$ cat src/mca_pkg.sv
// Package: command codes, sequencer types and shared constants for the ALU.
package mca_pkg;

  typedef enum logic [4:0] {
    CMD_MOV = 5'd0, CMD_CMP = 5'd1, CMD_ADD = 5'd2, CMD_SUB = 5'd3,
    CMD_BIT = 5'd4, CMD_BIC = 5'd5, CMD_BIS = 5'd6, CMD_XOR = 5'd7,
    CMD_MUL = 5'd8, CMD_DIV = 5'd9, CMD_ASH = 5'd10, CMD_ASHC = 5'd11,
    CMD_CLR = 5'd12, CMD_COM = 5'd13, CMD_INC = 5'd14, CMD_DEC = 5'd15,
    CMD_NEG = 5'd16, CMD_TST = 5'd17, CMD_ASR = 5'd18, CMD_ASL = 5'd19,
    CMD_ROR = 5'd20, CMD_ROL = 5'd21, CMD_SWAB = 5'd22, CMD_ADC = 5'd23,
    CMD_SBC = 5'd24, CMD_SXT = 5'd25, CMD_BR = 5'd26, CMD_FLAG = 5'd27,
    CMD_U28 = 5'd28, CMD_U29 = 5'd29, CMD_U30 = 5'd30, CMD_U31 = 5'd31
  } cmd_t;

  typedef enum logic [3:0] {
    BR_AL = 4'd0, BR_NE = 4'd1, BR_EQ = 4'd2, BR_PL = 4'd3, BR_MI = 4'd4,
    BR_VC = 4'd5, BR_VS = 4'd6, BR_CC = 4'd7, BR_CS = 4'd8, BR_GE = 4'd9,
    BR_LT = 4'd10, BR_GT = 4'd11, BR_LE = 4'd12, BR_HI = 4'd13, BR_LOS = 4'd14,
    BR_NV = 4'd15
  } brc_t;

  localparam logic [1:0] WB_NONE = 2'd0;
  localparam logic [1:0] WB_ONE  = 2'd1;
  localparam logic [1:0] WB_BOTH = 2'd2;

  localparam logic [5:0]  CNT_MASK = 6'h3F;
  localparam logic [15:0] WMAX     = 16'h7FFF;
  localparam logic [15:0] WSIGN    = 16'h8000;
  localparam logic [7:0]  BMAX     = 8'h7F;
  localparam logic [7:0]  BSIGN    = 8'h80;

  // Sequential unit operation kinds
  typedef enum logic [1:0] {
    SEQ_MUL = 2'd0, SEQ_DIV = 2'd1, SEQ_SHL = 2'd2, SEQ_SHR = 2'd3
  } seq_op_t;

  // Start request to the shared unit
  typedef struct packed {
    seq_op_t     op;
    logic [31:0] acc;     // multiplicand / dividend magnitude / shift value
    logic [15:0] opnd;    // multiplier or divisor magnitude
    logic [5:0]  count;   // step count
  } seq_req_t;

  // Result of the shared unit
  typedef struct packed {
    logic        done;
    logic [31:0] value;   // product, or quotient high / remainder low, or shifted
    logic        last_out;// last bit shifted out
  } seq_rsp_t;

endpackage

$ cat src/minicomputer_alu_with_condition_codes.sv
// Top level: sixteen-bit ALU with condition codes and sequenced EIS unit.
//
//  channel | ports        | direction | word contents
//  --------+--------------+-----------+-----------------------------------
//  input   | in_t*        | slave     | one instruction with operands
//  result  | out_t*       | master    | write-back words, pc, flags
//
// Simple operations pass from accept through decode into the output register.
// Multiply takes 16 steps of the shared shift-add unit, divide 16 steps of
// the restoring divider, shifts one step per bit of count (up to 32).
// Reset clears the flags and the sequencer. in_tready is low while an item is
// at work or its result has not been taken.
module minicomputer_alu_with_condition_codes (
  input  logic        clk,
  input  logic        rst_n,
  input  logic        in_tvalid,
  output logic        in_tready,
  // in_tdata, low bit up: command[4:0], byte_mode[5], src_value[21:6],
  // dst_value[37:22], low_register_value[53:38], odd_register[54],
  // branch_condition[58:55], branch_offset[66:59], pc_value[82:67],
  // flag_mask[86:83], flag_set[87]
  input  logic [87:0] in_tdata,
  output logic        out_tvalid,
  input  logic        out_tready,
  // out_tdata, low bit up: result_value[15:0], result_low[31:16],
  // write_back[33:32], next_pc[49:34], branch_taken[50], flag_n[51],
  // flag_z[52], flag_v[53], flag_c[54], illegal[55]
  output logic [55:0] out_tdata
);
  import mca_pkg::*;

  typedef enum logic [3:0] {
    ST_IDLE = 4'b0001, ST_RUN = 4'b0010, ST_FIN = 4'b0100, ST_OUT = 4'b1000
  } state_t;

  state_t state_r, state_nxt;

  // latched instruction
  cmd_t        cmd_r;
  logic        byte_r, odd_r, fset_r;
  logic [15:0] src_r, dst_r, lo_r, pc_r;
  logic [3:0]  cond_r, fmask_r;
  logic [7:0]  off_r;
  logic        n_r, z_r, v_r, c_r;
  logic        dsgn_r, qsgn_r;   // dividend sign, quotient sign / product sign
  logic        dovf_r;           // dividend high word already >= divisor
  logic [55:0] out_r, out_nxt;
  logic        n_nxt, z_nxt, v_nxt, c_nxt;

  seq_req_t req;
  seq_rsp_t rsp;
  logic     start;

  assign in_tready  = (state_r == ST_IDLE);
  assign out_tvalid = (state_r == ST_OUT);
  assign out_tdata  = out_r;

  mca_seq_unit u_seq (.clk(clk), .rst_n(rst_n), .start(start), .req(req), .rsp(rsp));

  // fields of the accepted word
  cmd_t        i_cmd;
  logic [15:0] i_src, i_dst, i_lo;
  logic        i_odd;
  assign i_cmd = cmd_t'(in_tdata[4:0]);
  assign i_src = in_tdata[21:6];
  assign i_dst = in_tdata[37:22];
  assign i_lo  = in_tdata[53:38];
  assign i_odd = in_tdata[54];

  logic        accept, uses_seq;
  logic [31:0] i_dvd, i_dvd_mag, i_shv;
  logic [15:0] i_src_mag, i_dst_mag;
  logic [5:0]  i_cnt, i_neg_cnt;

  assign accept    = in_tvalid && in_tready;
  assign i_dvd     = {i_dst, i_lo};
  assign i_dvd_mag = i_dvd[31] ? (32'd0 - i_dvd) : i_dvd;
  assign i_src_mag = i_src[15] ? (16'd0 - i_src) : i_src;
  assign i_dst_mag = i_dst[15] ? (16'd0 - i_dst) : i_dst;
  assign i_cnt     = i_src[5:0] & CNT_MASK;
  assign i_neg_cnt = 6'd0 - i_cnt;
  assign uses_seq  = (i_cmd == CMD_MUL) || (i_cmd == CMD_ASH) || (i_cmd == CMD_ASHC) ||
                     ((i_cmd == CMD_DIV) && !i_odd && (i_src != 16'd0));

  always_comb begin
    // ash left works in the top half so bits carry out of bit 31; ash right
    // works sign-extended in the bottom half so bits leave through bit 0
    if (i_cmd == CMD_ASHC) begin
      i_shv = {i_dst, (i_odd ? i_dst : i_lo)};
    end else if (i_cnt[5]) begin
      i_shv = {{16{i_dst[15]}}, i_dst};
    end else begin
      i_shv = {i_dst, 16'd0};
    end
    req.acc   = 32'd0;
    req.opnd  = 16'd0;
    req.count = 6'd0;
    req.op    = SEQ_MUL;
    unique case (i_cmd)
      CMD_MUL: begin
        req.acc = {16'd0, i_dst_mag}; req.opnd = i_src_mag; req.count = 6'd16;
      end
      CMD_DIV: begin
        req.op = SEQ_DIV; req.acc = i_dvd_mag; req.opnd = i_src_mag; req.count = 6'd16;
      end
      default: begin
        req.acc = i_shv;
        if (i_cnt[5]) begin
          req.op = SEQ_SHR; req.count = i_neg_cnt;
        end else begin
          req.op = SEQ_SHL; req.count = i_cnt;
        end
      end
    endcase
  end
  assign start = accept && uses_seq;

  // combinational datapath and finish of sequenced ops
  logic [15:0] m, sb, a, d, r, rv, rl, npc, offx;
  logic [16:0] t;
  logic [1:0]  wb;
  logic        taken, ill, go;
  logic [31:0] prod, qv, shres, val;
  logic [15:0] q16, rem16;
  logic        qovf;
  logic [3:0]  fl;

  always_comb begin
    m  = byte_r ? 16'h00FF : 16'hFFFF;
    sb = byte_r ? {8'd0, BSIGN} : WSIGN;
    a  = src_r & m;
    d  = dst_r & m;
    n_nxt = n_r; z_nxt = z_r; v_nxt = v_r; c_nxt = c_r;
    r = 16'd0; rv = 16'd0; rl = 16'd0; wb = WB_NONE; npc = pc_r;
    taken = 1'b0; ill = 1'b0; go = 1'b0; t = 17'd0;
    offx = {{8{off_r[7]}}, off_r};
    prod = qsgn_r ? (32'd0 - rsp.value) : rsp.value;
    q16  = qsgn_r ? (16'd0 - rsp.value[31:16]) : rsp.value[31:16];
    rem16 = dsgn_r ? (16'd0 - rsp.value[15:0]) : rsp.value[15:0];
    qv = 32'd0;
    qovf = 1'b0;
    shres = 32'd0;
    val = 32'd0;
    fl = 4'd0;
    unique case (cmd_r)
      CMD_MOV, CMD_CMP, CMD_ADD, CMD_SUB, CMD_BIT, CMD_BIC, CMD_BIS, CMD_XOR,
      CMD_CLR, CMD_COM, CMD_INC, CMD_DEC, CMD_NEG, CMD_TST, CMD_ASR, CMD_ASL,
      CMD_ROR, CMD_ROL, CMD_ADC, CMD_SBC: begin
        case (cmd_r)
          CMD_MOV: begin r = a; v_nxt = 1'b0; wb = WB_ONE; end
          CMD_CMP: begin
            r = (a - d) & m; c_nxt = a < d;
            v_nxt = ((a ^ d) & (a ^ r) & sb) != 16'd0;
          end
          CMD_ADD: begin
            t = {1'b0, a} + {1'b0, d}; r = t[15:0] & m; c_nxt = t > {1'b0, m};
            v_nxt = (~(a ^ d) & (a ^ r) & sb) != 16'd0; wb = WB_ONE;
          end
          CMD_SUB: begin
            r = (d - a) & m; c_nxt = d < a;
            v_nxt = ((d ^ a) & (d ^ r) & sb) != 16'd0; wb = WB_ONE;
          end
          CMD_BIT: begin r = a & d; v_nxt = 1'b0; end
          CMD_BIC: begin r = ~a & d & m; v_nxt = 1'b0; wb = WB_ONE; end
          CMD_BIS: begin r = a | d; v_nxt = 1'b0; wb = WB_ONE; end
          CMD_XOR: begin r = a ^ d; v_nxt = 1'b0; wb = WB_ONE; end
          CMD_CLR: begin r = 16'd0; v_nxt = 1'b0; c_nxt = 1'b0; wb = WB_ONE; end
          CMD_COM: begin r = ~d & m; v_nxt = 1'b0; c_nxt = 1'b1; wb = WB_ONE; end
          CMD_INC: begin r = (d + 16'd1) & m; v_nxt = r == sb; wb = WB_ONE; end
          CMD_DEC: begin r = (d - 16'd1) & m; v_nxt = d == sb; wb = WB_ONE; end
          CMD_NEG: begin
            r = (16'd0 - d) & m; v_nxt = r == sb; c_nxt = r != 16'd0; wb = WB_ONE;
          end
          CMD_TST: begin r = d; v_nxt = 1'b0; c_nxt = 1'b0; end
          CMD_ASR: begin
            r = (d >> 1) | (d & sb); c_nxt = d[0];
            v_nxt = ((r & sb) != 16'd0) != c_nxt; wb = WB_ONE;
          end
          CMD_ASL: begin
            r = (d << 1) & m; c_nxt = (d & sb) != 16'd0;
            v_nxt = ((r & sb) != 16'd0) != c_nxt; wb = WB_ONE;
          end
          CMD_ROR: begin
            r = (d >> 1) | (c_r ? sb : 16'd0); c_nxt = d[0];
            v_nxt = ((r & sb) != 16'd0) != c_nxt; wb = WB_ONE;
          end
          CMD_ROL: begin
            r = ((d << 1) & m) | {15'd0, c_r}; c_nxt = (d & sb) != 16'd0;
            v_nxt = ((r & sb) != 16'd0) != c_nxt; wb = WB_ONE;
          end
          CMD_ADC: begin
            r = (d + {15'd0, c_r}) & m;
            v_nxt = c_r && (d == (sb - 16'd1)); c_nxt = c_r && (d == m); wb = WB_ONE;
          end
          default: begin
            r = (d - {15'd0, c_r}) & m;
            v_nxt = c_r && (d == sb); c_nxt = c_r && (d == 16'd0); wb = WB_ONE;
          end
        endcase
        n_nxt = (r & sb) != 16'd0;
        z_nxt = r == 16'd0;
        if (wb != WB_NONE) rv = (dst_r & ~m) | (r & m);
      end
      CMD_MUL: begin
        n_nxt = prod[31]; z_nxt = prod == 32'd0; v_nxt = 1'b0;
        c_nxt = (prod[31:15] != 17'd0) && (prod[31:15] != 17'h1FFFF);
        if (odd_r) begin
          rv = prod[15:0]; wb = WB_ONE;
        end else begin
          rv = prod[31:16]; rl = prod[15:0]; wb = WB_BOTH;
        end
      end
      CMD_DIV: begin
        if (odd_r) begin
          ill = 1'b1;
        end else if (src_r == 16'd0) begin
          n_nxt = 1'b0; z_nxt = 1'b0; v_nxt = 1'b1; c_nxt = 1'b1;
        end else begin
          // a high word at or above the divisor gives a quotient past 16 bits;
          // otherwise the magnitude must fit 15 bits, or be 0x8000 when negative
          qovf = dovf_r ||
                 (rsp.value[31] && !(qsgn_r && (rsp.value[31:16] == WSIGN)));
          if (qovf) begin
            n_nxt = 1'b0; z_nxt = 1'b0; v_nxt = 1'b1; c_nxt = 1'b0;
          end else begin
            rv = q16; rl = rem16; wb = WB_BOTH;
            n_nxt = q16[15]; z_nxt = q16 == 16'd0; v_nxt = 1'b0; c_nxt = 1'b0;
          end
        end
      end
      CMD_ASH: begin
        shres = {16'd0, (src_r[5] ? rsp.value[15:0] : rsp.value[31:16])};
        c_nxt = rsp.last_out;
        n_nxt = shres[15]; z_nxt = shres[15:0] == 16'd0;
        v_nxt = shres[15] != dst_r[15];
        rv = shres[15:0]; wb = WB_ONE;
      end
      CMD_ASHC: begin
        shres = rsp.value;
        val = {dst_r, (odd_r ? dst_r : lo_r)};
        c_nxt = rsp.last_out;
        n_nxt = shres[31]; z_nxt = shres == 32'd0;
        v_nxt = shres[31] != val[31];
        if (odd_r) begin
          rv = shres[15:0]; wb = WB_ONE;
        end else begin
          rv = shres[31:16]; rl = shres[15:0]; wb = WB_BOTH;
        end
      end
      CMD_SWAB: begin
        rv = {dst_r[7:0], dst_r[15:8]}; wb = WB_ONE;
        n_nxt = rv[7]; z_nxt = rv[7:0] == 8'd0; v_nxt = 1'b0; c_nxt = 1'b0;
      end
      CMD_SXT: begin
        rv = n_r ? 16'hFFFF : 16'd0; wb = WB_ONE; z_nxt = !n_r; v_nxt = 1'b0;
      end
      CMD_BR: begin
        unique case (brc_t'(cond_r))
          BR_AL:  go = 1'b1;
          BR_NE:  go = !z_r;
          BR_EQ:  go = z_r;
          BR_PL:  go = !n_r;
          BR_MI:  go = n_r;
          BR_VC:  go = !v_r;
          BR_VS:  go = v_r;
          BR_CC:  go = !c_r;
          BR_CS:  go = c_r;
          BR_GE:  go = n_r == v_r;
          BR_LT:  go = n_r != v_r;
          BR_GT:  go = (n_r == v_r) && !z_r;
          BR_LE:  go = (n_r != v_r) || z_r;
          BR_HI:  go = !c_r && !z_r;
          BR_LOS: go = c_r || z_r;
          default: go = 1'b0;
        endcase
        if (go) begin
          npc = pc_r + {offx[14:0], 1'b0}; taken = 1'b1;
        end
      end
      CMD_FLAG: begin
        fl = fset_r ? ({n_r, z_r, v_r, c_r} | fmask_r) : ({n_r, z_r, v_r, c_r} & ~fmask_r);
        {n_nxt, z_nxt, v_nxt, c_nxt} = fl;
      end
      default: begin
      end
    endcase
    out_nxt = {ill, c_nxt, v_nxt, z_nxt, n_nxt, taken, npc, wb, rl, rv};
  end

  // sequencer: latch, run shared unit, finish into output register
  always_comb begin
    state_nxt = state_r;
    unique case (state_r)
      ST_IDLE: if (accept) state_nxt = uses_seq ? ST_RUN : ST_FIN;
      ST_RUN:  if (rsp.done) state_nxt = ST_FIN;
      ST_FIN:  state_nxt = ST_OUT;
      ST_OUT:  if (out_tready) state_nxt = ST_IDLE;
      default: state_nxt = ST_IDLE;
    endcase
  end

  logic finish;
  assign finish = (state_r == ST_FIN);

  always_ff @(posedge clk) begin
    if (!rst_n) begin
      state_r <= ST_IDLE;
      n_r <= 1'b0; z_r <= 1'b0; v_r <= 1'b0; c_r <= 1'b0;
    end else begin
      state_r <= state_nxt;
      if (finish) begin
        n_r <= n_nxt; z_r <= z_nxt; v_r <= v_nxt; c_r <= c_nxt;
      end
    end
    if (accept) begin
      cmd_r   <= i_cmd;
      byte_r  <= in_tdata[5];
      src_r   <= i_src;
      dst_r   <= i_dst;
      lo_r    <= i_lo;
      odd_r   <= i_odd;
      cond_r  <= in_tdata[58:55];
      off_r   <= in_tdata[66:59];
      pc_r    <= in_tdata[82:67];
      fmask_r <= in_tdata[86:83];
      fset_r  <= in_tdata[87];
      dsgn_r  <= i_dst[15];
      qsgn_r  <= i_dst[15] ^ i_src[15];
      dovf_r  <= (i_dvd_mag[31:16] >= i_src_mag);
    end
    if (finish) out_r <= out_nxt;
  end

  // hold the result word while stalled
  property p_hold;
    @(posedge clk) disable iff (!rst_n) (out_tvalid && !out_tready) |=> $stable(out_tdata);
  endproperty
  a_hold: assert property (p_hold) else $error("result word changed under stall");

  // never accept while a result is pending
  a_excl: assert property (@(posedge clk) disable iff (!rst_n) !(in_tready && out_tvalid))
    else $error("input ready while result pending");

  // a result follows only a finish step
  a_fin: assert property (@(posedge clk) disable iff (!rst_n) $rose(out_tvalid) |-> $past(finish))
    else $error("result without finish");

endmodule

$ cat src/mca_seq_unit.sv
// Shared iterative unit: shift-add multiply, restoring divide, one-bit shifts.
module mca_seq_unit (
  input  logic              clk,
  input  logic              rst_n,
  input  logic              start,
  input  mca_pkg::seq_req_t req,
  output mca_pkg::seq_rsp_t rsp
);
  import mca_pkg::*;

  seq_op_t     op_r;
  logic [31:0] acc_r, acc_nxt;     // product/remainder or shift value
  logic [31:0] aux_r, aux_nxt;     // multiplier shifter / dividend bits
  logic [16:0] opnd_r;
  logic [5:0]  cnt_r, cnt_nxt;
  logic        busy_r, busy_nxt;
  logic        out_r, out_nxt;
  logic [16:0] trial;
  logic [16:0] rem_sh;

  always_comb begin
    acc_nxt  = acc_r;
    aux_nxt  = aux_r;
    cnt_nxt  = cnt_r;
    busy_nxt = busy_r;
    out_nxt  = out_r;
    rem_sh   = {acc_r[15:0], aux_r[31]};
    trial    = rem_sh - opnd_r;
    if (busy_r) begin
      if (cnt_r == 6'd0) begin
        busy_nxt = 1'b0;
      end else begin
        cnt_nxt = cnt_r - 6'd1;
        unique case (op_r)
          SEQ_MUL: begin
            // add shifted multiplicand when multiplier bit is set
            if (aux_r[0]) acc_nxt = acc_r + {aux_r[31:16], 16'd0};
            aux_nxt = {aux_r[31:16], 1'b0, aux_r[15:1]};
            acc_nxt = {1'b0, acc_nxt[31:1]};
          end
          SEQ_DIV: begin
            aux_nxt = {aux_r[30:0], 1'b0};
            if (!trial[16]) begin
              acc_nxt = {acc_r[31:16], trial[15:0]};
              acc_nxt[31:16] = {acc_r[30:16], 1'b1};
            end else begin
              acc_nxt = {acc_r[30:16], 1'b0, rem_sh[15:0]};
            end
          end
          SEQ_SHL: begin
            out_nxt = acc_r[31];
            acc_nxt = {acc_r[30:0], 1'b0};
          end
          default: begin
            out_nxt = acc_r[0];
            acc_nxt = {acc_r[31], acc_r[31:1]};
          end
        endcase
      end
    end
    if (start) begin
      busy_nxt = 1'b1;
      cnt_nxt  = req.count;
      out_nxt  = 1'b0;
      if (req.op == SEQ_MUL) begin
        acc_nxt = 32'd0;
        aux_nxt = {req.acc[15:0], req.opnd};
      end else if (req.op == SEQ_DIV) begin
        acc_nxt = {16'd0, req.acc[31:16]};
        aux_nxt = {req.acc[15:0], 16'd0};
      end else begin
        acc_nxt = req.acc;
        aux_nxt = 32'd0;
      end
    end
  end

  always_ff @(posedge clk) begin
    if (!rst_n) begin
      busy_r <= 1'b0;
    end else begin
      busy_r <= busy_nxt;
    end
    acc_r <= acc_nxt;
    aux_r <= aux_nxt;
    cnt_r <= cnt_nxt;
    out_r <= out_nxt;
    if (start) begin
      op_r   <= req.op;
      opnd_r <= {1'b0, req.opnd};
    end
  end

  // Multiply: 16 steps each add then shift right; product ends in acc.
  assign rsp.done     = busy_r && (cnt_r == 6'd0);
  assign rsp.value    = acc_r;
  assign rsp.last_out = out_r;

endmodule

$ cat config.mk
export PLATFORM = sky130hd
export DESIGN_NAME = minicomputer_alu_with_condition_codes
export DESIGN_NICKNAME = d
export VERILOG_FILES = /design/src/mca_pkg.sv /design/src/minicomputer_alu_with_condition_codes.sv /design/src/mca_seq_unit.sv
export SDC_FILE = /design/constraint.sdc
export NUM_CORES = 1
export LEC_CHECK = 0
export BUFFER_PORTS_ARGS = -buffer_cell sky130_fd_sc_hd__buf_2
export CAP_MARGIN = 5
export CORE_MARGIN = 1
export CORE_UTILIZATION = 35
export DETAILED_ROUTE_END_ITERATION = 12
export PLACE_DENSITY = 0.49
export SYNTH_ARGS = -nofsm -noshare
export SYNTH_HDL_FRONTEND = slang
export SYNTH_SLANG_ARGS = --single-unit
export TNS_END_PERCENT = 20
$ cat constraint.sdc
create_clock -name clk -period 13 [get_ports clk]
set_input_delay 1.3 -clock clk [delete_from_list [all_inputs] [get_ports clk]]
set_output_delay 1.3 -clock clk [all_outputs]
set_load 0.02 [all_outputs]
### After elaboration in Yosys (flattened, before gate mapping)

Index checks and enable logic that the tools add are counted.

| cells by class | value |
|---|---|
| add/sub/neg operators | 20 |
| $lt $le $gt $ge | 4 |
| equality and inequality tests | 72 |
| mux-type cells | 92 |
| bitwise gates (word level) | 48 |
| reduce and logical (&&, ||, !) cells | 75 |

Operators with widths:

| operator | count |
|---|---|
| bitwise AND 16 bit | 29 |
| two-way mux 32 bit | 13 |
| two-way mux 16 bit | 25 |
| case mux 16 bit (19 select lines) | 1 |
| nonzero test 16 bit | 11 |
| case mux 32 bit (2 select lines) | 2 |
| case mux 16 bit (7 select lines) | 1 |
| case mux 32 bit (3 select lines) | 1 |
| equality test 16 bit | 5 |
| zero test 16 bit | 5 |
| subtractor 1 x 16 -> 16 bit, first input constant | 5 |
| zero test 32 bit | 2 |
| NOT 16 bit | 4 |
| subtractor 1 x 32 -> 32 bit, first input constant | 2 |
| bitwise XOR 16 bit | 4 |
| two-way mux 31 bit | 2 |
| equality test 5 x 4 -> 1 bit, second input constant | 12 |
| equality test 5 bit, second input constant | 12 |
| case mux 16 bit (3 select lines) | 1 |
| adder 32 bit | 1 |
| equality test 4 bit, second input constant | 8 |
| less-than comparator 16 bit | 2 |
| bitwise OR 15 x 16 -> 16 bit | 2 |
| bitwise OR 16 bit | 2 |
| other kinds (68) | 159 |

| storage, ports and cells | value |
|---|---|
| flip-flop bits (word level) | 229 |
| input bits | 92 |
| output and inout port bits | 58 |
| logic and storage cells | 341 |

### Longest topological paths before layout

| depth | value |
|---|---|
| depth after elaboration | 11 |
| mapped depth | 25 |
| mapped depth without buffers | 23 |

### Cells and area by module

A second synthesis with hierarchy kept.

| unflattened totals | value |
|---|---|
| cells, all modules | 3045 |
| area total of the unflattened synthesis | 24588.6 µm² |

By module, submodules not included:

| module | instances | cells each | area an instance (µm²) | seq. area each (µm²) |
|---|---|---|---|---|
| minicomputer_alu_with_condition_codes | 1 | 2438 | 18415.2 | 4063.9 |
| mca_seq_unit | 1 | 607 | 6173.4 | 2682.6 |

### Least setup slack after synthesis

Ideal clock, no wire load.

| timing path | value |
|---|---|
| kind | flip-flop to flip-flop |
| start point | reg byte_r |
| end point | reg out_r[52], in the netlist out_tdata[52], data pin |
| library setup time | 0.139 ns |
| data arrival time | 5.113 ns |
| required time | 12.861 ns |
| slack | 7.749 ns |
| cell stages (with the launch flop) | 25 |
| buffers on the path | 4 |
| clock period less this slack | 5.251 ns |
| cell sequence | edfxtp_1 -> clkbuf_1 -> inv_1 -> clkbuf_1 -> clkbuf_1 -> nand2_1 -> ha_1 -> clkbuf_1 -> a21oi_1 -> nor2_1 -> o21a_1 -> o41a_1 -> a21o_1 -> a21oi_1 -> xnor2_1 -> ha_1 -> mux2i_1 -> o32ai_1 -> nor4_1 -> nand3_1 -> a311oi_1 -> o32ai_1 -> a2111oi_0 -> a31oi_1 -> nor2_1 |

| between the ends | value |
|---|---|
| cells in the longest elaborated chain, start to end | 9 |
| elaborated cells between the ends (all ways) | 38 |
| those cells by class | 8 x add/sub; 6 x mux; 23 x bitwise; 1 x reduce/logical |

RTL lines:

| what | line | text |
|---|---|---|
| from (decl) | minicomputer_alu_with_condition_codes.sv:40 | `logic byte_r, odd_r, fset_r;` |
| from (signal assigned) | minicomputer_alu_with_condition_codes.sv:317 | `byte_r <= in_tdata[5];` |
| branches (longest 5 deep; another with subtractor 16 x 1 -> 16 bit) | - |  |
| case mux 16 bit (19 select lines) (*) | minicomputer_alu_with_condition_codes.sv:149 | `case (cmd_r)` |
| two-way mux 16 bit (*) | minicomputer_alu_with_condition_codes.sv:145 | `unique case (cmd_r)` |
| zero test 16 bit (*) | minicomputer_alu_with_condition_codes.sv:201 | `z_nxt = r == 16'd0;` |
| case mux 1 bit (8 select lines) (*) | minicomputer_alu_with_condition_codes.sv:145 |  |
| net z_nxt | minicomputer_alu_with_condition_codes.sv:48 | `logic n_nxt, z_nxt, v_nxt, c_nxt;` |
| to (signal assigned) | minicomputer_alu_with_condition_codes.sv:331 | `if (finish) out_r <= out_nxt;` |
| to (decl) | minicomputer_alu_with_condition_codes.sv:47 | `logic [55:0] out_r, out_nxt;` |

Mark *: on every way through the listed nets, which the timed path passes. The select of a mux whose other input is x is not followed.
A chain may end at the register's enable or synchronous reset.

### Final worst setup path

| timing path | value |
|---|---|
| start point | reg dst_r[1] |
| end point | reg c_r |

| between the ends | value |
|---|---|
| cells in the longest elaborated chain, start to end | 6 |
| elaborated cells between the ends (all ways) | 16 |
| those cells by class | 2 x add/sub; 3 x order compare; 1 x eq/ne; 2 x mux; 3 x bitwise; 5 x reduce/logical |

RTL lines:

| what | line | text |
|---|---|---|
| from (decl) | minicomputer_alu_with_condition_codes.sv:41 | `logic [15:0] src_r, dst_r, lo_r, pc_r;` |
| from (signal assigned) | minicomputer_alu_with_condition_codes.sv:319 | `dst_r <= i_dst;` |
| bitwise AND 16 bit (*) | minicomputer_alu_with_condition_codes.sv:132 | `d = dst_r & m;` |
| branches (longest 3 deep; another with adder 16 x 16 -> 17 bit) | - |  |
| case mux 1 bit (10 select lines) (*) | minicomputer_alu_with_condition_codes.sv:149 |  |
| case mux 1 bit (6 select lines) (*) | minicomputer_alu_with_condition_codes.sv:145 |  |
| to (signal assigned) | minicomputer_alu_with_condition_codes.sv:312 | `n_r <= n_nxt; z_r <= z_nxt; v_r <= v_nxt; c_r <= c_nxt;` |
| to (decl) | minicomputer_alu_with_condition_codes.sv:44 | `logic n_r, z_r, v_r, c_r;` |

Every way passes the cells marked *.

==> results.sh <==
export IMPL_grt_usage_pct=31.4
export IMPL_cts_sinks=228
export IMPL_required_ns=13.47
export IMPL_synth_cell_types=98
export IMPL_cts_setup_buffers=0
export IMPL_synth_edf_count=218
export IMPL_ioPinCount=150
export IMPL_dr_first_iter_drc_count=3116
export IMPL_finalCriticalPeriod_ns=6.58
export IMPL_worst_pin_slew_ns=1.35
export IMPL_clk_pin_slew_worst_paths_ns=0.07
export IMPL_drc=0
export IMPL_setup_worst_path_end_class="flop"
export IMPL_final_cells=3865
export IMPL_finalHoldViolations=0
export IMPL_die_w_um=264
export IMPL_numCtsBuffers=29
export IMPL_dp_slack_ns=6.69
export IMPL_via_per_inst=6.52
export IMPL_synth_nets=3182
export IMPL_powerDensity_nw_per_um2=97.5
export IMPL_seqCellArea_um2=6750
export IMPL_wl_um=113000
export IMPL_cts_root_buf="clkbuf_16"
export IMPL_fin_tns_setup_ns=0
export IMPL_ys_async_sr_fraction_pct=0
export IMPL_critPathKind="reg -> reg"
export IMPL_antenna_found_initial=6
export IMPL_area_delta_synth_final_pct=10.8
export IMPL_ant_nets=0
export IMPL_rsz0062_at_grt="no"
export IMPL_htree_levels=1
export IMPL_die_area_um2=69600
export IMPL_fin_skew_ns=0.0621
export IMPL_finalSetupViolations=0
export IMPL_ys_flop_type="edfxtp_1"
export IMPL_coreArea_um2=67500
export IMPL_initial_core_util_pct=35.5
export IMPL_multi_input_area_um2=15900
export IMPL_ir_worst_vdd_mv=0.104
export IMPL_place_inst=3809
export IMPL_cts_buffer_depth=3
export IMPL_cts_hold_buf=0
export IMPL_nNetsFinal=3237
export IMPL_total_power_uw=2590
export IMPL_cts_resized=0
export IMPL_worstSkewPairLatency_ns=0.63
export IMPL_final_util_pct=39.4
export IMPL_min_period_over_period_pct=50.6
export IMPL_cp_start_kind="flop"
export IMPL_ys_warn_count=0
export IMPL_power_leakage_uw=0.0100
export IMPL_grt_pass1_vias=24000
export IMPL_yosysSeqAreaShare_pct=28.1
export IMPL_fill_cells=6970
export IMPL_cts_tree="built"
export IMPL_grt_max_degree=69
export IMPL_row_count=95
export IMPL_critPathMaxFanout=14
export IMPL_grt_pass1_wl_um=164000
export IMPL_synthCells=2912
export IMPL_fp_dieH_um=264
export IMPL_fin_ws_ns=6.42
export IMPL_timing_fmax_mhz=152
export IMPL_dpl_hpwl_um=87100
export IMPL_cap_viol_max_count=0
export IMPL_first_pass_iters=9
export IMPL_wl_per_cell_um=29.3
export IMPL_io_buffers=149
export IMPL_via_count=25200
export IMPL_grt_ovfl_total=0
export IMPL_drive_gt1_share_pct=11.2
export IMPL_status="complete, no violations"
export IMPL_min_path_type="reg -> reg"
export IMPL_slew_viol_final=0
export IMPL_syn_area_per_cell_um2=8.24
export IMPL_synth_area_um2=24000
export IMPL_relSlewSlack_pct=9.77
export IMPL_yosys_register_bits=228
export IMPL_arrival_ns=7.05
export IMPL_gp_congestion=1.02
[cells by family (layout without fill, tap and decap cells)]
family	after synthesis	in the layout	share of synthesized area (%)
flops	228	228	28.1
mux	61	61	2.69
xor+xnor	191	191	6.97
other cells	0	2	0
compound gates	970	970	27.1
buf+inv	333	411	5.71
simple gates	950	950	19.9
fa+ha+maj	179	179	9.55
[layer usage]
| metal | track usage (%) | wire [um] |
|---|---|---|
| met1 | 40.2 | 46000 |
| met2 | 50.7 | 51100 |
| met3 | 4.66 | 8980 |
| met4 | 17.5 | 7110 |
| met5 | 0 | 54 |
[worst paths after layout]
| kind | from | endpoint | slack, ns | cells past startpoint |
|---|---|---|---|---|
| setup / recovery | dst_r[1] | c_r | 6.42 | 23 |
| setup reg to reg | dst_r[1] | c_r | 6.42 | 23 |
| hold reg to reg | pc_r[0] | out_tdata[34] | 0.43 | 0 |
| hold / removal | pc_r[0] | out_tdata[34] | 0.43 | 0 |
[cells in the final DEF (no fill, tap or decap), drive strengths merged, types with 24 or more instances in the layout]
cell    instances
nor2          229
a31oi          30
mux2i          51
a211oi         37
nand2b         44
nor4           48
xnor2         134
xor2           57
o22ai          45
nand3          82
a21o           26
a22o           28
a221oi         42
a21oi         218
a22oi          29
edfxtp        218
nor3           75
o211ai         26
or3            43
nand4          24
ha            171
o21ai         227
buf           228
clkbuf         31
o31ai          43
nor2b          27
nand2         250
inv           129
[Yosys cell counts, types with 26 or more instances]
cell	instances	area (um2)
nand3_1	81	405
nor3_1	74	370
mux2i_1	51	510
or3_1	43	269
a22o_1	28	245
ha_1	171	2140
clkbuf_1	170	638
nor4_1	46	288
a22oi_1	29	218
nor2_1	227	852
a21oi_1	218	1090
inv_1	123	462
o211ai_1	26	195
nor2b_1	27	169
nand2_1	250	938
o22ai_1	45	282
a21o_1	26	195
a211oi_1	37	278
o21ai_0	221	1110
o31ai_1	43	323
a221oi_1	42	368
xor2_1	57	499
edfxtp_1	218	6550
a31oi_1	30	188
xnor2_1	134	1170
nand2b_1	44	275
[final cells by class]
cell class | count | share of cell area, %
timing repair buffer | 228 | 5.04
sequential | 228 | 25.4
antenna | 2 | 0.0188
tap | 873 | 4.11
clock inverter | 23 | 1.10
clock buffer | 31 | 2.76
inverter | 129 | 1.83
multi-input combinational | 2351 | 59.8
[through the flow]
stage          instance area [um2]  hold slack, ns
2_1_floorplan                24000           0.400
3_3_place_gp                 25600           0.401
3_5_place_dp                 25600           0.406
4_1_cts                      26600           0.425
5_1_grt                      26600           0.429
6_report                     26600           0.429
[worst max-delay path: stages, from the launching register on]
cell       delay, ns
edfxtp_1        0.78
inv_1           0.36
ha_1            0.42
a21oi_1         0.30
o2111ai_1       0.24
a31o_2          0.32
a21oi_1         0.26
nor2_1          0.08
o21a_1          0.21
o41a_1          0.37
a21o_1          0.20
a21oi_1         0.17
xnor2_1         0.16
ha_1            0.28
nor2_1          0.17
nand2_1         0.07
nor4_1          0.53
nand4_1         0.16
nor4_1          0.27
nand3_1         0.17
a32oi_1         0.21
nor2_1          0.15
a211o_1         0.32
o221a_1         0.26
[where the power goes]
| part | internal, uW | switching [uW] |
|---|---|---|
| sequential | 846 | 38.5 |
| clock | 517 | 368 |
| combinational | 267 | 556 |
[flip-flops by register name, indices dropped and copies added (netlist names), 4 cells and up]
name / count
out_tdata: 56
u_seq.cnt_r: 6
state_r: 4
cond_r: 4
dst_r: 16
u_seq.acc_r: 32
src_r: 16
u_seq.opnd_r: 16
fmask_r: 4
u_seq.aux_r: 32
cmd_r: 5
off_r: 8
pc_r: 16
No activity file was read; power rests on OpenSTA's default activity.
